--- src/design/cau_pkg.sv ---
package cau_pkg;

    // Default operand format: signed Q8.8.
    localparam int DATA_WIDTH_DEF = 16;
    localparam int FRAC_BITS_DEF  = 8;
    localparam int FUNC_W         = 2;
    localparam int STATUS_W       = 2;

    // Operation codes.
    typedef enum logic [FUNC_W-1:0] {
        FUNC_ADD = 2'd0,
        FUNC_SUB = 2'd1,
        FUNC_MUL = 2'd2,
        FUNC_DIV = 2'd3
    } t_func;

    // Result status codes.
    typedef enum logic [STATUS_W-1:0] {
        STATUS_OK  = 2'd0,
        STATUS_SAT = 2'd1,
        STATUS_DZ  = 2'd2
    } t_status;

    // Control that travels down the pipeline with each transaction.
    typedef struct packed {
        logic  valid;
        t_func func;
        logic  dz;
    } t_ctl;

endpackage

--- src/design/cau_div_lane.sv ---
module cau_div_lane
    import cau_pkg::*;
#(
    parameter int DATA_WIDTH = DATA_WIDTH_DEF,
    parameter int FRAC_BITS  = FRAC_BITS_DEF
) (
    input  logic                            i_clk,
    input  logic                            i_en,
    input  logic                            i_is_div,
    input  logic                            i_neg,
    input  logic [3*DATA_WIDTH+FRAC_BITS:0] i_rem,
    input  logic [2*DATA_WIDTH-1:0]         i_den,
    output logic                            o_neg,
    output logic [3*DATA_WIDTH+FRAC_BITS:0] o_mag
);

    localparam int PW = 2 * DATA_WIDTH;
    localparam int RW = 3 * DATA_WIDTH + FRAC_BITS + 1;
    localparam int QW = DATA_WIDTH + 1;
    localparam int NS = DATA_WIDTH + 1;

    logic [RW-1:0] r_rem [NS+1];
    logic [QW-1:0] r_q   [NS+1];
    logic [PW-1:0] r_den [NS+1];
    logic          r_neg [NS+1];
    logic          r_div [NS+1];
    logic          r_ovf [NS+1];
    logic [RW-1:0] w_ovf_lim;
    logic [RW-1:0] w_cap1;

    // Entry stage: flag quotients that cannot fit in DATA_WIDTH+1 bits.
    assign w_ovf_lim = RW'(i_den) << (DATA_WIDTH + 1);

    always_ff @(posedge i_clk) begin
        if (i_en) begin
            r_rem[0] <= i_rem;
            r_q[0]   <= '0;
            r_den[0] <= i_den;
            r_neg[0] <= i_neg;
            r_div[0] <= i_is_div;
            r_ovf[0] <= i_is_div && (i_rem >= w_ovf_lim);
        end
    end

    // One restoring step per stage, most significant quotient bit first.
    for (genvar g = 0; g < NS; g++) begin : g_step
        localparam int K = DATA_WIDTH - g;
        logic [RW-1:0] w_sub;
        logic          w_take;
        logic [QW-1:0] w_q;

        assign w_sub  = RW'(r_den[g]) << K;
        assign w_take = r_div[g] && !r_ovf[g] && (r_rem[g] >= w_sub);
        assign w_q    = r_q[g] | (QW'(w_take) << K);

        always_ff @(posedge i_clk) begin
            if (i_en) begin
                r_rem[g+1] <= w_take ? (r_rem[g] - w_sub) : r_rem[g];
                r_q[g+1]   <= w_q;
                r_den[g+1] <= r_den[g];
                r_neg[g+1] <= r_neg[g];
                r_div[g+1] <= r_div[g];
                r_ovf[g+1] <= r_ovf[g];
            end
        end
    end

    // An overflowed quotient reads as one above the negative limit.
    assign w_cap1 = (RW'(1) << (DATA_WIDTH - 1)) + RW'(1);
    assign o_neg  = r_neg[NS];
    assign o_mag  = r_div[NS] ? (r_ovf[NS] ? w_cap1 : RW'(r_q[NS])) : r_rem[NS];

endmodule

--- config.mk ---
export PLATFORM = sky130hd
export DESIGN_NAME = cau_div_lane
export DESIGN_NICKNAME = d
export VERILOG_FILES = /design/src/design/cau_pkg.sv /design/src/design/cau_div_lane.sv
export SDC_FILE = /design/constraint.sdc
export NUM_CORES = 2
export LEC_CHECK = 0
export BUFFER_PORTS_ARGS = -buffer_cell sky130_fd_sc_hd__buf_4
export CORE_MARGIN = 2
export CORE_UTILIZATION = 35
export CTS_CLUSTER_SIZE = 30
export DETAILED_ROUTE_END_ITERATION = 7
export GPL_ROUTABILITY_DRIVEN = 0
export PLACE_DENSITY_LB_ADDON = 0.25
export SLEW_MARGIN = 20
export SYNTH_ARGS = -nofsm -noshare
export SYNTH_HDL_FRONTEND = slang
export SYNTH_SLANG_ARGS = --single-unit
--- constraint.sdc ---
create_clock -name i_clk -period 4.2 [get_ports i_clk]
set_clock_uncertainty 0.2 [all_clocks]
set_input_delay 1.26 -clock i_clk [delete_from_list [all_inputs] [get_ports i_clk]]
set_output_delay 1.26 -clock i_clk [all_outputs]
set_load 0.01 [all_outputs]
==> out/qor.yml <==
global_route:
  grt_pass1_vias: 72590
  antenna_found_initial: 2
  grt_pass1_wl_um: 384400
  grt_max_degree: 111
  overflow: 0
  grt_use_total_pct: 16.56
floorplanning:
  fp.dieH_um: 537.7
  design.core.area_um2: 282800
  ios: 151
  num_rows: 195
  die_x_um: 537.7
  start_util_pct: 35.26
  die_area_um2: 289100
synthesis:
  yosys_warnings: 0
  synth_seq_area_share_pct: 53.52
  synth_ff_type: "edfxtp_1"
  async_flop_share_pct: 0
  synth_seq_cells: 1777
  synthTopCellsByArea: "edfxtp_1 54%, ha_1 7.2%, xnor2_1 3.8%, a21oi_1 3.1%, o21ai_0 3.1%"
  syn-mean-instance-area_um2: 10.95
  syn_area_um2: 99700
  syn_nets: 9795
  yosysTopAreaCell: "edfxtp_1"
  synthCells: 9109
  synth_top_cell_area_share_pct: 53.52
  synth_edf_count: 1777
  ys_types: 98
drt:
  via_per_inst: 5.208
  routedWlPerCell_um: 18.06
  dr.pass1.iters: 8
  drtIter0Drc: 4958
  dr_total_vias: 70460
  totalWireLength_um: 244300
  ant_nets: 0
  route.detailed.drc: 0
sta:
  max_freq_mhz: 243.8
  drv_slew: 0
  finalHoldViolCount: 0
  setup_violations: 0
  whs_ns: 0.1952
  slew_headroom_pct: 37.90
  fin_tns_setup_ns: 0
  worst_slew_pin_slew_ns: 0.9080
  finalCritPeriodShare_pct: 97.68
  timing.final.crit_period_ns: 4.103
critical_path:
  required_ns: 4.60
  cp-start-kind: "flip-flop"
  crit_type: "flip-flop to flip-flop"
  cp_max_fo: 6
  end_kind: "flip-flop"
  cp_data_arrival_time_ns: 4.50
clocking:
  cts_tree: "built"
  cts.path.max_buffers: 4
  clk_pin_slew_ns: 0.06
  clock_latency_ns: 0.89
  numClockSinks: 1777
  root_buffer: "clkbuf_16"
  hold_buffers: 0
  numCtsBuffers: 201
  htree_levels: 4
pwr:
  leakage_nw: 45.43
  comb_power_share_pct: 22.0
  power.switching_mw: 14.51
  cell_internal_pwr_mw: 36.53
  clkPwrFrac_pct: 34.2
  peakVddDrop_mv: 0.3367
  p_per_area_nw_per_um2: 442.9
  total_power_mw: 51.04
  power_frac_seq_pct: 43.8
  p_sw_share_pct: 28.43
run:
  drv_cap: 0
placed_design:
  hpwlAfterDp_um: 188200
  port_buffers: 150
finish:
  drive_gt1_share_pct: 11.91
  fillers: 26040
  area_growth_pct: 15.60
  fin_nets: 10310
outcome:
  status: "complete, no violations"
min_path:
  hold_path.class: "flip-flop to flip-flop"
-- cell usage after synthesis, types with 139 or more instances --
| master | n |
|---|---|
| clkbuf_1 | 232 |
| o21ai_0 | 611 |
| edfxtp_1 | 1777 |
| nor3_1 | 187 |
| nand4_1 | 155 |
| inv_1 | 758 |
| xor2_1 | 315 |
| a21o_1 | 303 |
| nand2_1 | 812 |
| a21oi_1 | 625 |
| nand3_1 | 174 |
| nor2_1 | 521 |
| mux2_2 | 139 |
| xnor2_1 | 434 |
| ha_1 | 576 |
-- per-stage QoR --
step                util [%]  worst slack (ns)  area [µm²]  std cells
global route           40.76          -0.06401      115200      13530
finish                 40.76           0.09745      115300      13530
CTS                    40.61          0.001288      114800      13520
detailed placement     38.29           -0.1107      108300      13160
floorplan                  -            0.3290       99700       9109
global placement       38.29           -0.2288      108300      13160
-- per-layer routing --
layer  part of all wire [%]  routed length, µm  GRT usage, %
met5                      0                  0             0
met4                    6.9              16750         10.46
met3                    3.5               8625         2.120
met2                     53             129400         31.97
met1                     37              89590         16.63
-- power by group through the flow --
stage / clock (mW) / sequential (mW) / combinational, mW
2_1_floorplan: 0 / 22.3 / 7.66
3_3_place_gp: 0 / 22.7 / 10.6
3_5_place_dp: 0 / 22.7 / 10.9
4_1_cts: 18.0 / 22.3 / 10.9
5_1_grt: 18.7 / 22.5 / 12.4
6_report: 17.5 / 22.4 / 11.2
-- final cells by class --
cell class	count	area (µm²)	area share, %
Clock inverter	126	1275	1.106
Tap cell	3743	4683	4.064
Inverter	762	2860	2.482
Antenna cell	2	5.005	0.004343
Sequential cell	1777	53360	46.30
Timing Repair Buffer	588	4982	4.323
Clock buffer	237	5271	4.574
Multi-Input combinational cell	6294	42810	37.15
-- worst paths after layout --
path	start	to	slack, ns	depth (start not counted)
hold reg to reg	r_q[10][11]$_DFFE_PP_	r_q[11][11]$_DFFE_PP_	0.20	0
setup reg to reg	r_rem[14][36]$_DFFE_PP_	r_rem[15][46]$_DFFE_PP_	0.1	8
hold / removal	r_q[10][11]$_DFFE_PP_	r_q[11][11]$_DFFE_PP_	0.20	0
setup / recovery	r_rem[14][36]$_DFFE_PP_	r_rem[15][46]$_DFFE_PP_	0.1	8
-- what timing repair did --
item,in CTS,in global routing
cloned,0,3
gates resized for setup,4,60
endpoints found under the setup margin,7,261
buffers inserted,0,5
pin swaps,0,10
endpoints found under the hold margin,0,0
-- layout by cell type (no fill, tap or decap), drive strengths merged, types with 76 or more instances in the layout --
master  instances
ha            576
xor2          315
a21oi         625
o21a           76
xnor2         434
nand2b        106
buf           585
nand3         174
nor2          522
o21ai         619
nand2         812
or3            76
nor2b         128
a21o          303
nor4          117
nand4         155
clkbuf        240
edfxtp       1777
o21bai         77
mux2          142
clkinv         88
inv           767
nor3          189
-- state kept, by name, indices dropped and copies added (netlist names) --
signal	flops
r_rem	1026
r_den	544
r_q	153
r_div	18
r_neg	18
r_ovf	18
-- critical path, cell delays in order (launching register included) --
cell      delay, ns
edfxtp_1       0.48
or4_1          0.65
or3_1          0.43
or3_1          0.44
o211ai_1       0.34
o31ai_4        0.15
or4_1          0.52
a211oi_1       0.45
xor2_1         0.16
-- cells by family after synthesis --
kind of cell,Yosys count,share of synthesized area [%]
xor+xnor,749,6.580
simple gates,2595,12.86
buf+inv,1038,3.951
mux,150,1.692
flops,1777,53.52
fa+ha+maj,593,7.570
compound gates,2207,13.82
Note: power is estimated with default switching activity, not from simulation.
