`src/design/cau_pkg.sv`:
```
package cau_pkg;

    // Default operand format: signed Q8.8.
    localparam int DATA_WIDTH_DEF = 16;
    localparam int FRAC_BITS_DEF  = 8;
    localparam int FUNC_W         = 2;
    localparam int STATUS_W       = 2;

    // Operation codes.
    typedef enum logic [FUNC_W-1:0] {
        FUNC_ADD = 2'd0,
        FUNC_SUB = 2'd1,
        FUNC_MUL = 2'd2,
        FUNC_DIV = 2'd3
    } t_func;

    // Result status codes.
    typedef enum logic [STATUS_W-1:0] {
        STATUS_OK  = 2'd0,
        STATUS_SAT = 2'd1,
        STATUS_DZ  = 2'd2
    } t_status;

    // Control that travels down the pipeline with each transaction.
    typedef struct packed {
        logic  valid;
        t_func func;
        logic  dz;
    } t_ctl;

endpackage

```
`src/design/cau_sat.sv`:
```
module cau_sat
    import cau_pkg::*;
#(
    parameter int DATA_WIDTH = DATA_WIDTH_DEF,
    parameter int FRAC_BITS  = FRAC_BITS_DEF
) (
    input  logic                            i_clk,
    input  logic                            i_rst_n,
    input  logic                            i_en,
    input  t_ctl                            i_ctl,
    input  logic                            i_neg_re,
    input  logic [3*DATA_WIDTH+FRAC_BITS:0] i_mag_re,
    input  logic                            i_neg_im,
    input  logic [3*DATA_WIDTH+FRAC_BITS:0] i_mag_im,
    output logic                            o_valid,
    output logic signed [DATA_WIDTH-1:0]    o_res_re,
    output logic signed [DATA_WIDTH-1:0]    o_res_im,
    output logic [STATUS_W-1:0]             o_status
);

    localparam int RW = 3 * DATA_WIDTH + FRAC_BITS + 1;

    logic                  r_valid;
    logic [DATA_WIDTH-1:0] r_res_re, r_res_im;
    t_status               r_status;
    logic [DATA_WIDTH-1:0] w_res_re, w_res_im;
    logic                  w_sat_re, w_sat_im;

    // Clamp a sign-magnitude value to the two's complement range.
    function automatic logic [DATA_WIDTH:0] f_sat(input logic neg, input logic [RW-1:0] mag);
        logic [RW-1:0] neg_max;
        logic [RW-1:0] pos_max;
        logic [RW-1:0] val;
        logic [RW-1:0] ngv;
        logic          sat;
        neg_max = RW'(1) << (DATA_WIDTH - 1);
        pos_max = neg_max - RW'(1);
        sat     = neg ? (mag > neg_max) : (mag > pos_max);
        val     = sat ? (neg ? neg_max : pos_max) : mag;
        ngv     = RW'(0) - val;
        return {sat, (neg ? ngv[DATA_WIDTH-1:0] : val[DATA_WIDTH-1:0])};
    endfunction

    assign {w_sat_re, w_res_re} = f_sat(i_neg_re, i_mag_re);
    assign {w_sat_im, w_res_im} = f_sat(i_neg_im, i_mag_im);

    always_ff @(posedge i_clk) begin
        if (!i_rst_n) begin
            r_valid <= 1'b0;
        end else if (i_en) begin
            r_valid <= i_ctl.valid;
        end
    end

    // Output register; divide by zero forces a zero result.
    always_ff @(posedge i_clk) begin
        if (i_en) begin
            if (i_ctl.dz) begin
                r_res_re <= '0;
                r_res_im <= '0;
                r_status <= STATUS_DZ;
            end else begin
                r_res_re <= w_res_re;
                r_res_im <= w_res_im;
                r_status <= (w_sat_re || w_sat_im) ? STATUS_SAT : STATUS_OK;
            end
        end
    end

    assign o_valid  = r_valid;
    assign o_res_re = r_res_re;
    assign o_res_im = r_res_im;
    assign o_status = r_status;

endmodule
```
`config.mk`:
```
export PLATFORM = sky130hd
export DESIGN_NAME = cau_sat
export DESIGN_NICKNAME = d
export VERILOG_FILES = /design/src/design/cau_pkg.sv /design/src/design/cau_sat.sv
export SDC_FILE = /design/constraint.sdc
export NUM_CORES = 1
export LEC_CHECK = 0
export ABC_CLOCK_PERIOD_IN_PS = 3500
export BUFFER_PORTS_ARGS = -buffer_cell sky130_fd_sc_hd__clkbuf_2
export CAP_MARGIN = 10
export CORE_MARGIN = 2
export CORE_UTILIZATION = 44
export DETAILED_ROUTE_END_ITERATION = 7
export GPL_ROUTABILITY_DRIVEN = 0
export PLACE_DENSITY_LB_ADDON = 0.08
export SYNTH_ARGS = -nofsm -noshare
export SYNTH_HDL_FRONTEND = slang
export SYNTH_SLANG_ARGS = --single-unit
```
`constraint.sdc`:
```
create_clock -name i_clk -period 3.5 [get_ports i_clk]
set_input_delay 0.175 -clock i_clk [delete_from_list [all_inputs] [get_ports i_clk]]
set_output_delay 0.175 -clock i_clk [all_outputs]
set_load 0.02 [all_outputs]
```
==> flow_metrics.env <==
export IMPL_status="finished clean"
export IMPL_ios=158
export IMPL_drt_vias_per_instance=5.89
export IMPL_post_route_drc_count=0
export IMPL_grt_overflow=0
export IMPL_drive_gt1_frac=0.421
export IMPL_yosys_top_cells_area="edfxtp_1, nor4_1, a21oi_1, nor3_1, nor2_1"
export IMPL_clk_pin_slew_worst_paths_ps=80
export IMPL_slew_headroom=0.408
export IMPL_hpwl_mm=6.14
export IMPL_cts_setup_buffers=0
export IMPL_core_area_um2=5850
export IMPL_synthCells=283
export IMPL_synth_edf_count=34
export IMPL_synth_nets=408
export IMPL_numCtsBuffers=5
export IMPL_post_synth_num_cell_types=62
export IMPL_clk_path_buf_depth=2
export IMPL_setup_viol=0
export IMPL_ys_seq_area_frac=0.394
export IMPL_fmax_mhz=328
export IMPL_yosys_area_top_type_share=0.387
export IMPL_cts_max_level=2
export IMPL_grt_pass1_vias=2822
export IMPL_worstMarginPinSlew_ps=889
export IMPL_grt_first_pass_wirelength_mm=12.9
export IMPL_skew_ps=0
export IMPL_cts_root_buf="clkbuf_8"
export IMPL_syn_area_um2=2640
export IMPL_crit_type="in -> reg"
export IMPL_start_util=0.451
export IMPL_peakVddDrop_uv=252
export IMPL_vias=3027
export IMPL_synth_common_cells="edfxtp_1, nor2_1, nor4_1"
export IMPL_syn_area_per_cell_um2=9.33
export IMPL_met2_usage=0.402
export IMPL_clock_latency_ps=290
export IMPL_maxCapViolCount=0
export IMPL_yosysTopAreaCell="edfxtp_1"
export IMPL_ctsHoldBuffers=0
export IMPL_yosys_warnings=0
export IMPL_crit_arrival_ps=3170
export IMPL_hold_viol=0
export IMPL_synth_async_reset_ratio=0
export IMPL_die_area_um2=6640
export IMPL_use_met3=0.0516
export IMPL_startpoint_type="input port"
export IMPL_portBuffers=155
export IMPL_cellPowerDensity_nw_per_um2=326
export IMPL_setup_tns_final_ps=0
export IMPL_die_w_um=81.5
export IMPL_power_leakage_nw=1.54
export IMPL_dpl_cell_count=506
export IMPL_routed_wl_mm=8.13
export IMPL_ant_nets=0
export IMPL_worstSetupEndpointType="register"
export IMPL_grt_usage=0.250
export IMPL_instances_no_fill=514
export IMPL_fill_cells=522
export IMPL_nets=563
export IMPL_period_share=0.871
export IMPL_crit_path_max_fanout=8
export IMPL_ys_ff_latch=35
export IMPL_grt_max_degree=36
export IMPL_min_period_ps=3050
export IMPL_cp_required_ps=3620
export IMPL_drt_iter0_drc=271
export IMPL_grtUsageMet1=0.328
export IMPL_rsz0062_at_grt="no"
export IMPL_cts_tree="done"
export IMPL_busiest_layer="met2"
export IMPL_synth_ff_type="edfxtp_1"
export IMPL_die_h_um=81.5
export IMPL_hp_class="in -> reg"
export IMPL_antenna_found_initial=0
export IMPL_first_pass_iters=4
export IMPL_ctsResizeCount=0
export IMPL_synth_most_common_cell="edfxtp_1"
export IMPL_slew_violations=0
export IMPL_cts_num_sinks=35
export IMPL_area_growth_pct=36.4
export IMPL_antennaDiodeCount=0
export IMPL_wl_per_cell_um=15.8
export IMPL_rows=28
[worst max-delay path, cell delays in order]
cell	delay [ps]
clkbuf_2	120
or4_4	590
nor4_4	390
a21oi_2	170
o21ai_0	360
a21oi_1	150
ha_1	330
mux2i_1	420
inv_1	170
a221oi_2	270
[sequential cells by signal, summed over array words and instances (netlist names)]
register / count
o_status: 2
o_res_re: 16
o_valid: 1
o_res_im: 16
[report_power, final]
part	leakage, nW	internal (W)	switching, W
clock	0.0612	0.000231	0.000168
combinational	1.14	0.000108	0.000160
sequential	0.338	0.000498	0.00000817
total	1.54	0.000837	0.000337
[through the flow]
step / utilization / instance area [um2] / total power (W) / worst slack [ps] / hold WS, ps
global route: 0.615 / 3600 / 0.00122 / 305 / 111
finish: 0.615 / 3600 / 0.00117 / 452 / 94.9
global placement: 0.595 / 3480 / 0.000778 / 355 / 386
CTS: 0.615 / 3600 / 0.00117 / 453 / 99.7
detailed placement: 0.595 / 3480 / 0.000783 / 196 / 404
floorplan: - / 2640 / 0.000643 / 831 / 274
[worst paths after layout]
check / from / endpoint / slack (ps) / cells after the start
setup reg to reg: o_valid / o_valid / 2910 / 2
hold / removal: i_rst_n / o_valid / 90 / 2
setup / recovery: i_mag_im[5] / o_res_im[12] / 450 / 10
hold reg to reg: o_valid / o_valid / 520 / 2
[layout make-up]
class | instances | area, um2 | area share
clock buffer | 6 | 82.6 | 0.0229
clock inverter | 2 | 35.0 | 0.00973
inverter | 11 | 41.3 | 0.0115
multi-input combinational | 223 | 1480 | 0.410
sequential | 35 | 1040 | 0.289
tap | 75 | 93.8 | 0.0261
timing repair buffer | 162 | 828 | 0.230
[metal layers]
layer,part of all wire,up-vias
met3,0.091,17
met4,0.021,0
met1,0.41,1370
met5,0,-
li1,-,1471
met2,0.48,169
[logic make-up after synthesis]
logic type                 Yosys count  share of synthesized area
and+or+nand+nor                    122                      0.273
adders and majority gates            2                    0.00948
buffers and inverters               25                     0.0460
xor gates and xnor gates             3                    0.00995
muxes                                4                     0.0152
AOI/OAI and AO/OA                   92                      0.253
DFF                                 35                      0.394
[layout by cell type (no fill, tap or decap), types with 2 or more instances in the layout]
| cell type | Yosys | layout |
|---|---|---|
| a211o_1 | 2 | 2 |
| a221oi_2 | 3 | 3 |
| edfxtp_1 | 34 | 34 |
| o21a_1 | 2 | 2 |
| nor3_1 | 19 | 19 |
| mux2i_1 | 4 | 4 |
| o21ai_0 | 11 | 11 |
| a21boi_0 | 6 | 6 |
| a21o_1 | 5 | 5 |
| buf_4 | 2 | 7 |
| or3_1 | 4 | 4 |
| a21oi_1 | 22 | 22 |
| or2_2 | 2 | 2 |
| clkbuf_8 | 0 | 6 |
| nor4b_1 | 2 | 2 |
| nand3b_1 | 3 | 3 |
| o21ai_1 | 4 | 4 |
| o21bai_1 | 2 | 2 |
| a41o_1 | 2 | 2 |
| a221oi_1 | 8 | 8 |
| nor4_1 | 23 | 23 |
| o31ai_1 | 2 | 2 |
| nor2_1 | 24 | 24 |
| inv_1 | 10 | 10 |
| or4_1 | 4 | 4 |
| xnor2_1 | 3 | 3 |
| clkbuf_2 | 2 | 155 |
| nand4_1 | 7 | 7 |
| nand3_1 | 8 | 8 |
| and3_1 | 2 | 2 |
| ha_1 | 2 | 2 |
| a311oi_1 | 9 | 9 |
| nand2b_1 | 2 | 2 |
| a31oi_1 | 4 | 4 |
| nand2_1 | 9 | 9 |
(Power assumes the default switching activity.)
