### config.mk
export PLATFORM = sky130hd
export DESIGN_NAME = cau_mult
export DESIGN_NICKNAME = d
export VERILOG_FILES = /design/src/design/cau_pkg.sv /design/src/design/cau_mult.sv
export SDC_FILE = /design/constraint.sdc
export NUM_CORES = 2
export LEC_CHECK = 0
export ABC_CLOCK_PERIOD_IN_PS = 9340
export BUFFER_PORTS_ARGS = -buffer_cell sky130_fd_sc_hd__buf_2
export CAP_MARGIN = 15
export CORE_ASPECT_RATIO = 1.75
export CORE_UTILIZATION = 55
export CTS_CLUSTER_DIAMETER = 200
export CTS_CLUSTER_SIZE = 16
export DETAILED_ROUTE_END_ITERATION = 16
export PLACE_DENSITY = 0.72
export SLEW_MARGIN = 10
export SYNTH_ARGS = -nofsm -noshare
export SYNTH_HDL_FRONTEND = slang
export SYNTH_SLANG_ARGS = --single-unit
### constraint.sdc
create_clock -name i_clk -period 9.34 [get_ports i_clk]
set_input_delay 1.401 -clock i_clk [delete_from_list [all_inputs] [get_ports i_clk]]
set_output_delay 1.401 -clock i_clk [all_outputs]
set_load 0.01 [all_outputs]
### src/design/cau_pkg.sv
package cau_pkg;

    // Default operand format: signed Q8.8.
    localparam int DATA_WIDTH_DEF = 16;
    localparam int FRAC_BITS_DEF  = 8;
    localparam int FUNC_W         = 2;
    localparam int STATUS_W       = 2;

    // Operation codes.
    typedef enum logic [FUNC_W-1:0] {
        FUNC_ADD = 2'd0,
        FUNC_SUB = 2'd1,
        FUNC_MUL = 2'd2,
        FUNC_DIV = 2'd3
    } t_func;

    // Result status codes.
    typedef enum logic [STATUS_W-1:0] {
        STATUS_OK  = 2'd0,
        STATUS_SAT = 2'd1,
        STATUS_DZ  = 2'd2
    } t_status;

    // Control that travels down the pipeline with each transaction.
    typedef struct packed {
        logic  valid;
        t_func func;
        logic  dz;
    } t_ctl;

endpackage

### src/design/cau_mult.sv
module cau_mult
    import cau_pkg::*;
#(
    parameter int DATA_WIDTH = DATA_WIDTH_DEF
) (
    input  logic                      i_clk,
    input  logic                      i_rst_n,
    input  logic                      i_en,
    input  logic                      i_valid,
    input  logic [FUNC_W-1:0]         i_func,
    input  logic signed [DATA_WIDTH-1:0] i_x_re,
    input  logic signed [DATA_WIDTH-1:0] i_x_im,
    input  logic signed [DATA_WIDTH-1:0] i_y_re,
    input  logic signed [DATA_WIDTH-1:0] i_y_im,
    output t_ctl                      o_ctl,
    output logic signed [2*DATA_WIDTH-1:0] o_ac,
    output logic signed [2*DATA_WIDTH-1:0] o_bd,
    output logic signed [2*DATA_WIDTH-1:0] o_ad,
    output logic signed [2*DATA_WIDTH-1:0] o_bc,
    output logic signed [2*DATA_WIDTH-1:0] o_cc,
    output logic signed [2*DATA_WIDTH-1:0] o_dd,
    output logic signed [DATA_WIDTH:0]     o_as_re,
    output logic signed [DATA_WIDTH:0]     o_as_im
);

    localparam int PW = 2 * DATA_WIDTH;
    localparam int AW = DATA_WIDTH + 1;

    t_ctl r_ctl;
    t_ctl n_ctl;
    logic signed [PW-1:0] r_ac, r_bd, r_ad, r_bc, r_cc, r_dd;
    logic signed [AW-1:0] r_as_re, r_as_im;

    assign n_ctl = '{valid: i_valid, func: t_func'(i_func), dz: 1'b0};

    // Control register of the first stage.
    always_ff @(posedge i_clk) begin
        if (!i_rst_n) begin
            r_ctl <= '0;
        end else if (i_en) begin
            r_ctl <= n_ctl;
        end
    end

    // All six partial products, plus the sum or difference for add and subtract.
    always_ff @(posedge i_clk) begin
        if (i_en) begin
            r_ac <= PW'(i_x_re) * PW'(i_y_re);
            r_bd <= PW'(i_x_im) * PW'(i_y_im);
            r_ad <= PW'(i_x_re) * PW'(i_y_im);
            r_bc <= PW'(i_x_im) * PW'(i_y_re);
            r_cc <= PW'(i_y_re) * PW'(i_y_re);
            r_dd <= PW'(i_y_im) * PW'(i_y_im);
            if (t_func'(i_func) == FUNC_SUB) begin
                r_as_re <= AW'(i_x_re) - AW'(i_y_re);
                r_as_im <= AW'(i_x_im) - AW'(i_y_im);
            end else begin
                r_as_re <= AW'(i_x_re) + AW'(i_y_re);
                r_as_im <= AW'(i_x_im) + AW'(i_y_im);
            end
        end
    end

    assign o_ctl   = r_ctl;
    assign o_ac    = r_ac;
    assign o_bd    = r_bd;
    assign o_ad    = r_ad;
    assign o_bc    = r_bc;
    assign o_cc    = r_cc;
    assign o_dd    = r_dd;
    assign o_as_re = r_as_re;
    assign o_as_im = r_as_im;

endmodule

==> results.sh <==
export IMPL_status="finished, final reports clean"
export IMPL_critPathMaxStageDelay_ns=0.69
export IMPL_grt_pass1_vias=54300
export IMPL_slew_limit_headroom_pct=21.5
export IMPL_min_period_over_period_pct=85.7
export IMPL_avgSynthCellArea_um2=9.60
export IMPL_setup_viol=0
export IMPL_synth_most_common_cell="inv_1"
export IMPL_ys_seq_area_share_pct=10.3
export IMPL_htreeDepth=1
export IMPL_drc=0
export IMPL_r2r_end="o_ctl[2]"
export IMPL_ant_nets=0
export IMPL_synth_seq_cells=227
export IMPL_hold_ws_ns=0.527
export IMPL_rsz0062_at_grt="no"
export IMPL_drt_iter0_markers=2113
export IMPL_maxSlewViolCount=0
export IMPL_clockBufferDepth=3
export IMPL_netlist_area_leader_share_pct=46.0
export IMPL_crit_top_cell="fa_1"
export IMPL_synth_cell_types=79
export IMPL_ys_top_cells_by_area="fa_1 46%, ha_1 10%, inv_1 10%"
export IMPL_startpoint_type="input pin"
export IMPL_cp_cell_sequence="buf_2 -> buf_4 -> nand2_1 -> inv_1 -> fa_1 -> fa_1 -> fa_1 -> fa_1 -> fa_1 -> inv_1 -> fa_1 -> inv_1 -> ha_1 -> and3_1 -> nand4_1 -> a21oi_1 -> o221ai_1 -> a211oi_1 -> o2111a_1 -> nor3_1"
export IMPL_clkTransAtPathRegs_ns=0.10
export IMPL_die_x_um=264
export IMPL_cts_sinks=227
export IMPL_grt_pass1_wl_mm=282
export IMPL_cts_buffers_inserted=18
export IMPL_fin_worst_skew_ns=0
export IMPL_core_um2=119000
export IMPL_worst_pin_slew_ns=1.18
export IMPL_cp_depth=20
export IMPL_synthTopCellsByCount="1795 x inv_1, 1516 x fa_1, 674 x nand2_1"
export IMPL_ctsResizeCount=0
export IMPL_grt_start_max_net_pins=84
export IMPL_yosysTopAreaCell="fa_1"
export IMPL_worstHoldPathType="reg -> reg"
export IMPL_wl_mm=177
export IMPL_fin_crit_ns=8.01
export IMPL_critPathBufInv=5
export IMPL_ctsHoldBuffers=0
export IMPL_vias=47400
export IMPL_viasPerCell=5.55
export IMPL_r2r_slack_ns=8.74
export IMPL_wire_per_inst_um=20.7
export IMPL_synth_edf_count=224
export IMPL_io_buffers=296
export IMPL_clock_latency_ns=0.63
export IMPL_synthFlopType="edfxtp_1"
export IMPL_die_y_um=460
export IMPL_arrival_ns=8.42
export IMPL_gr_usage_all_layers_pct=30.6
export IMPL_final_hold_viol_count=0
export IMPL_ys_warn_count=0
export IMPL_root_buffer="clkbuf_16"
export IMPL_syn_to_final_growth_pct=5.74
export IMPL_r2r_start="o_ctl[2]"
export IMPL_synthesis_area_um2=65900
export IMPL_worst_path_max_delay_cell="a211oi_1"
export IMPL_fillers=10300
export IMPL_setup_worst_path_end="o_ad[31]"
export IMPL_crit_family="adder cells"
export IMPL_die_area_um2=121000
export IMPL_start_util_pct=55.5
export IMPL_drv_cap=0
export IMPL_grt_overflow_total=0
export IMPL_placementRows=167
export IMPL_cp_startpoint="i_y_im[1]"
export IMPL_dp_hpwl_mm=144
export IMPL_place_congestion=0.918
export IMPL_dr_pass1_iters=7
export IMPL_path_max_fanout=29
export IMPL_async_flop_share_pct=0
export IMPL_reg2regPathDepth=2
export IMPL_path_class="in -> reg"
export IMPL_critPathRequiredTime_ns=9.75
export IMPL_nets=9141
export IMPL_drive_above_1_share_pct=6.56
export IMPL_ioPinCount=300
export IMPL_synth_cells=6865
export IMPL_cts_tree="built"
export IMPL_fin_tns_setup_ns=0
export IMPL_cts_setup_buffers=0
export IMPL_antenna_found_initial=12
export IMPL_cp_end_kind="flop"
export IMPL_clock_fmax_mhz=125
cells in the final DEF, fill, tap and decap left out, types with 161 or more instances in the layout:
cell type / synthesis / routed
buf_2: 0 / 295
ha_1: 549 / 549
nand2_1: 674 / 674
and2_1: 531 / 531
nor2_1: 249 / 249
fa_1: 1516 / 1516
edfxtp_1: 224 / 224
a21oi_1: 161 / 161
xnor2_1: 225 / 225
inv_1: 1795 / 1795
per-layer routing:
layer	GRT usage [%]	vias up	part of all wire (%)
li1	-	20500	-
met1	29.9	24300	31
met2	59.0	1710	55
met3	3.62	768	5.3
met4	21.5	14	8.2
met5	0	-	0.056
kinds of logic (layout without fill, tap and decap cells):
group	Yosys count	count (layout)	synth area share, %
other	1	6	0.00569
and+or+nand+nor	1671	1671	12.2
adders and majority gates	2065	2065	56.5
xor gates and xnor gates	281	281	3.73
DFF	227	227	10.3
buffers and inverters	2094	2241	11.9
muxes	9	9	0.137
AOI/OAI and AO/OA	517	517	5.18
state kept, by name, indices dropped and copies added (netlist names):
signal,cells
o_ctl,3
o_bc,32
o_ad,32
o_ac,32
o_cc,31
o_bd,32
o_as_re,17
o_as_im,17
o_dd,31
worst register-to-register path, stage by stage, from the launching register on:
cell and delay [ns]:
dfxtp_1 0.32, mux2i_1 0.12, nor2b_1 0.06
how the worst min path moves through the flow:
| stage | from | end | slack, ns | depth (start not counted) |
|---|---|---|---|---|
| after floorplan | o_ctl[1] | o_ctl[1] | 0.54 | 2 |
| after global placement | o_ctl[3] | o_ctl[3] | 0.49 | 2 |
| after detailed placement | o_ctl[3] | o_ctl[3] | 0.51 | 2 |
| after CTS | o_ctl[3] | o_ctl[3] | 0.53 | 2 |
| after global routing | o_ctl[1] | o_ctl[1] | 0.58 | 2 |
| final | o_ctl[3] | o_ctl[3] | 0.53 | 2 |
stage by stage:
step / cell area [um^2] / util [%] / setup slack, ns / std cells
6_report: 69700 / 58.7 / 1.33 / 8538
3_3_place_gp: 69200 / 58.3 / 0.820 / 8507
2_1_floorplan: 65900 / - / 1.58 / 6867
5_1_grt: 69700 / 58.7 / 1.12 / 8536
3_5_place_dp: 69200 / 58.3 / 0.759 / 8507
4_1_cts: 69700 / 58.7 / 1.43 / 8535
final cells by class:
type | count | area, um^2 | area share (%)
inverters | 1812 | 6800 | 9.76
multi-input cells | 4546 | 51300 | 73.6
clock inverters | 2 | 46.3 | 0.0664
flip-flops and latches | 227 | 6790 | 9.74
clock buffers | 26 | 480 | 0.689
diodes | 3 | 7.51 | 0.0108
repair buffers | 401 | 2400 | 3.45
well taps | 1521 | 1900 | 2.73
Power is not shown: default switching activity piles up to over one toggle a cycle in this logic, so the estimate is an artifact.
