<file path="config.mk">
export PLATFORM = sky130hd
export DESIGN_NAME = cau_comb
export DESIGN_NICKNAME = d
export VERILOG_FILES = /design/src/design/cau_pkg.sv /design/src/design/cau_comb.sv
export SDC_FILE = /design/constraint.sdc
export NUM_CORES = 1
export LEC_CHECK = 0
export ABC_AREA = 1
export ABC_CLOCK_PERIOD_IN_PS = 4200
export BUFFER_PORTS_ARGS = -buffer_cell sky130_fd_sc_hd__buf_2
export CAP_MARGIN = 5
export CORE_MARGIN = 5
export CORE_UTILIZATION = 35
export CTS_BUF_LIST = sky130_fd_sc_hd__clkbuf_2 sky130_fd_sc_hd__clkbuf_4 sky130_fd_sc_hd__clkbuf_8
export CTS_CLUSTER_DIAMETER = 30
export DETAILED_ROUTE_END_ITERATION = 8
export SYNTH_ARGS = -nofsm -noshare
export SYNTH_HDL_FRONTEND = slang
export SYNTH_SLANG_ARGS = --single-unit
</file>
<file path="constraint.sdc">
create_clock -name i_clk -period 4.2 [get_ports i_clk]
set_input_delay 0.84 -clock i_clk [delete_from_list [all_inputs] [get_ports i_clk]]
set_output_delay 0.84 -clock i_clk [all_outputs]
set_load 0.02 [all_outputs]
</file>
<file path="src/design/cau_pkg.sv">
package cau_pkg;

    // Default operand format: signed Q8.8.
    localparam int DATA_WIDTH_DEF = 16;
    localparam int FRAC_BITS_DEF  = 8;
    localparam int FUNC_W         = 2;
    localparam int STATUS_W       = 2;

    // Operation codes.
    typedef enum logic [FUNC_W-1:0] {
        FUNC_ADD = 2'd0,
        FUNC_SUB = 2'd1,
        FUNC_MUL = 2'd2,
        FUNC_DIV = 2'd3
    } t_func;

    // Result status codes.
    typedef enum logic [STATUS_W-1:0] {
        STATUS_OK  = 2'd0,
        STATUS_SAT = 2'd1,
        STATUS_DZ  = 2'd2
    } t_status;

    // Control that travels down the pipeline with each transaction.
    typedef struct packed {
        logic  valid;
        t_func func;
        logic  dz;
    } t_ctl;

endpackage

</file>
<file path="src/design/cau_comb.sv">
module cau_comb
    import cau_pkg::*;
#(
    parameter int DATA_WIDTH = DATA_WIDTH_DEF,
    parameter int FRAC_BITS  = FRAC_BITS_DEF
) (
    input  logic                           i_clk,
    input  logic                           i_rst_n,
    input  logic                           i_en,
    input  t_ctl                           i_ctl,
    input  logic signed [2*DATA_WIDTH-1:0] i_ac,
    input  logic signed [2*DATA_WIDTH-1:0] i_bd,
    input  logic signed [2*DATA_WIDTH-1:0] i_ad,
    input  logic signed [2*DATA_WIDTH-1:0] i_bc,
    input  logic signed [2*DATA_WIDTH-1:0] i_cc,
    input  logic signed [2*DATA_WIDTH-1:0] i_dd,
    input  logic signed [DATA_WIDTH:0]     i_as_re,
    input  logic signed [DATA_WIDTH:0]     i_as_im,
    output t_ctl                           o_ctl,
    output logic                           o_neg_re,
    output logic [3*DATA_WIDTH+FRAC_BITS:0] o_rem_re,
    output logic                           o_neg_im,
    output logic [3*DATA_WIDTH+FRAC_BITS:0] o_rem_im,
    output logic [2*DATA_WIDTH-1:0]        o_den
);

    localparam int PW = 2 * DATA_WIDTH;
    localparam int SW = PW + 1;
    localparam int RW = 3 * DATA_WIDTH + FRAC_BITS + 1;

    t_ctl r_ctl2, r_ctl3;
    logic signed [SW-1:0] r_s_re, r_s_im;
    logic [PW-1:0]        r_den2, r_den3;
    logic                 r_neg_re, r_neg_im;
    logic [RW-1:0]        r_rem_re, r_rem_im;
    logic signed [SW-1:0] w_ngt_re, w_ngt_im;
    logic [PW-1:0]        w_mag_re, w_mag_im;
    logic [RW-1:0]        w_rem_re, w_rem_im;
    t_ctl                 w_ctl3;

    // Control registers of the two stages.
    always_ff @(posedge i_clk) begin
        if (!i_rst_n) begin
            r_ctl2 <= '0;
            r_ctl3 <= '0;
        end else if (i_en) begin
            r_ctl2 <= i_ctl;
            r_ctl3 <= w_ctl3;
        end
    end

    // Stage two: exact signed sums, products or divide numerators, and the divisor |y|^2.
    always_ff @(posedge i_clk) begin
        if (i_en) begin
            case (i_ctl.func)
                FUNC_MUL: begin
                    r_s_re <= SW'(i_ac) - SW'(i_bd);
                    r_s_im <= SW'(i_ad) + SW'(i_bc);
                end
                FUNC_DIV: begin
                    r_s_re <= SW'(i_ac) + SW'(i_bd);
                    r_s_im <= SW'(i_bc) - SW'(i_ad);
                end
                default: begin
                    r_s_re <= SW'(i_as_re);
                    r_s_im <= SW'(i_as_im);
                end
            endcase
            r_den2 <= $unsigned(i_cc) + $unsigned(i_dd);
        end
    end

    // Stage three: sign and magnitude, scaled for the operation.
    assign w_ngt_re = -r_s_re;
    assign w_ngt_im = -r_s_im;
    assign w_mag_re = r_s_re[SW-1] ? w_ngt_re[PW-1:0] : r_s_re[PW-1:0];
    assign w_mag_im = r_s_im[SW-1] ? w_ngt_im[PW-1:0] : r_s_im[PW-1:0];

    always_comb begin
        case (r_ctl2.func)
            FUNC_DIV: begin
                w_rem_re = RW'(w_mag_re) << FRAC_BITS;
                w_rem_im = RW'(w_mag_im) << FRAC_BITS;
            end
            FUNC_MUL: begin
                w_rem_re = RW'(w_mag_re >> FRAC_BITS);
                w_rem_im = RW'(w_mag_im >> FRAC_BITS);
            end
            default: begin
                w_rem_re = RW'(w_mag_re);
                w_rem_im = RW'(w_mag_im);
            end
        endcase
        w_ctl3    = r_ctl2;
        w_ctl3.dz = (r_ctl2.func == FUNC_DIV) && (r_den2 == '0);
    end

    always_ff @(posedge i_clk) begin
        if (i_en) begin
            r_neg_re <= r_s_re[SW-1];
            r_neg_im <= r_s_im[SW-1];
            r_rem_re <= w_rem_re;
            r_rem_im <= w_rem_im;
            r_den3   <= r_den2;
        end
    end

    assign o_ctl    = r_ctl3;
    assign o_neg_re = r_neg_re;
    assign o_rem_re = r_rem_re;
    assign o_neg_im = r_neg_im;
    assign o_rem_im = r_rem_im;
    assign o_den    = r_den3;

endmodule

</file>
==> run summary <==
Largest net degree at the start of global routing = 111
R2R cell count = 7
Global-route wire length before repair = 90700 um
Hold_buf cts = 0
Resized cells post-CTS = 0
1st-pass router iterations = 8
Final slew viol count = 0
Row cnt = 84
Crit path max-delay family = simple AND/OR/NAND/NOR gates
Arrival time worst endpoint = 3.64 ns
Post-route ant nets = 0
Worst Hold Class = register to register
Post-CTS setup buffers = 0
Total chip power = 7.85 mW
Initial antenna violation count = 7
Hold Path Depth = 0
CP max-delay cell = ha_1
Die footprint = 57700 um^2
Worst vdd ir = 0.185 mV
Clock Latency Late Sink = 0.57 ns
Nets = 3320
Post-synth ARST share = 0%
Slew @ Worst Pin = 1.06 ns
Clock-pin slew on the worst setup and hold paths = 0.06 ns
Area leader, netlist = edfxtp_1
Layout area overhead = 18.0%
Multi-input gate area = 10600 um^2
F_max = 298 MHz
Synth area leaders = edfxtp_1, nand2_1, ha_1, inv_1, nor2_1
# Max-Cap Violations = 0
Tcrit/Tclk final = 79.9%
Total track usage = 19.8%
Setup crit end kind = register
Leak Pwr = 10.5 nW
Layout cells sized above 1 = 16.3%
Post-Syn Area per Cell = 7.08 um^2
CTS tree = built
Grt ovf = 0
Final hold vios = 0
Post-route minimum period = 3.36 ns
Setup crit start kind = input pin
CTS sink cnt = 219
Required time of the critical path = 4.48 ns
Core area = 52600 um^2
PwrDens = 358 nW/um^2
Ports = 385
Status = complete, no violations
DIE WIDTH = 240 um
Initial detailed-routing violation count = 1366
Vias in the first global route = 16600
Share of the synthesized area in the top cell type = 34.3%
Fillers = 5652
RSZ-0062 raised after global routing = no
Final cell count without fillers = 3713
CTS root buf = clkbuf_8
Critical Path Fanout Max = 29
Clock skew = 0.0339 ns
Ys flop type = edfxtp_1
Placed insts = 3628
Routed via count = 18000
Slew headroom = 29.2%
Initial Utilization = 35.3%
WS Path Type = input pin to register
Worst R2R End = o_rem_re[17]
Number of synthesized register bits = 219
Vias per cell = 4.84
FF+latch area = 6510 um^2
Post-DP HPWL = 50100 um
Setup violations, final = 0
Post-Syn Area = 18600 um^2
Cells after Synth = 2623
R2R setup slack = 1.49 ns
Worst reg2reg startpoint = r_ctl2[2]
CTS buffer count = 43
Critical path's most frequent cell = nand2_1
H-tree depth = 2
Crit-path max cell delay = 0.36 ns
Sequential fraction of the synthesis area = 35.0%
EDFF count, synth = 212
Mean routed wirelength per cell = 16.0 um
WL final = 59500 um
Hold Path Sink = o_den[6]
Ys Warns = 0
Final setup TNS = 0 ns
Crit-path cells = buf_2, nand2_1, buf_4, nand2_1, nand2_1, nor2_2, o21ai_1, xor2_1, inv_1, ha_1, nand2_1, inv_1, nand2_1, nor4_1, nand2_1, nand2_1, nand2_1, nand3_1, nand2_1
Number of distinct library cells after synthesis = 57
Placer Congestion = 0.927
IO buf count = 349
Hold Crit Start = r_den2[6]
Max Buffers Root-to-Sink = 3
DR DRC count = 0
Worst Path Buf+Inv = 4
Die height = 240 um
synthesized netlist by cell type (17+ instances only):
master / number
a21oi_1: 132
buf_2: 18
buf_4: 35
edfxtp_1: 212
ha_1: 99
inv_1: 295
nand2_1: 830
nand3_1: 192
nand3b_1: 20
nand4_1: 35
nor2_1: 294
nor3_1: 36
nor4_1: 17
o21ai_0: 113
xnor2_1: 39
xor2_1: 83
flip-flops by register name (all words and copies together) (netlist names):
name,count
r_s_re,33
r_s_im,33
o_den,32
o_neg_im,1
o_neg_re,1
o_rem_im,40
o_rem_re,40
o_ctl,4
r_den2,32
r_ctl2,3
final cells by class:
type                       count  share of cell area (%)
antenna                        6                  0.0685
clock buffer                  51                    2.98
clock inverter                28                    1.24
inverter                     298                    5.11
multi-input combinational   2059                    48.3
sequential                   219                    29.7
tap                          688                    3.93
timing repair buffer         364                    8.65
report_power, final:
group,switching (mW),internal [mW],leakage (nW)
registers,0.164,2.78,2.15
clock network,0.978,1.26,0.473
logic,1.79,0.881,7.87
total,2.93,4.92,10.5
worst max path at each step:
stage	slack, ns	end	start	cells after the start
after floorplan	0.97	r_s_im[32]	i_ad[1]	21
after global placement	0.32	r_s_im[28]	i_ad[1]	21
final	0.84	r_s_re[30]	i_ctl[1]	19
after CTS	0.91	r_s_im[29]	i_ad[1]	20
after detailed placement	0.27	r_s_im[29]	i_ad[1]	20
after global routing	0.56	r_s_im[30]	i_ad[1]	21
logic make-up (layout without fill, tap and decap cells):
group | after synthesis | in the layout | synth area share (%)
AND/OR/NAND/NOR | 1480 | 1480 | 33.8
buffers and inverters | 378 | 741 | 8.60
AO/OA/AOI/OAI | 319 | 319 | 9.63
flip-flops | 219 | 219 | 35.0
XOR/XNOR | 124 | 124 | 5.93
adder cells (fa/ha/maj) | 102 | 102 | 7.00
other | 1 | 40 | 0.0202
metrics by stage:
step	utilization, %	hold WS, ns	cell area [um^2]	setup WS [ns]
floorplan	-	0.427	18700	0.969
global placement	39.9	0.432	21000	0.318
detailed placement	39.9	0.437	21000	0.273
CTS	41.7	0.449	21900	0.914
global route	41.7	0.458	21900	0.563
finish	41.7	0.450	21900	0.845
placed cells by master, fill, tap and decap left out, types with 8 or more instances in the layout:
cell,count
nor4_1,17
nor2_1,294
buf_4,13
clkbuf_4,8
a21oi_1,132
o21bai_1,15
xnor2_1,39
a22o_1,9
buf_2,348
nand2_1,830
edfxtp_1,212
nand3b_1,20
nor3_1,36
ha_1,99
o21ai_1,10
conb_1,34
nand4_1,35
nand3_1,192
o21ai_0,113
clkbuf_8,43
xor2_1,83
or2_2,13
inv_1,295
layer usage:
metal | vias up | track usage, % | routed length (um)
met3 | 76 | 1.94 | 3610
met4 | 2 | 5.71 | 1440
met5 | - | 0 | 13
li1 | 9312 | - | -
met2 | 579 | 29.1 | 24800
met1 | 8016 | 30.7 | 29700
(Power assumes the default switching activity.)
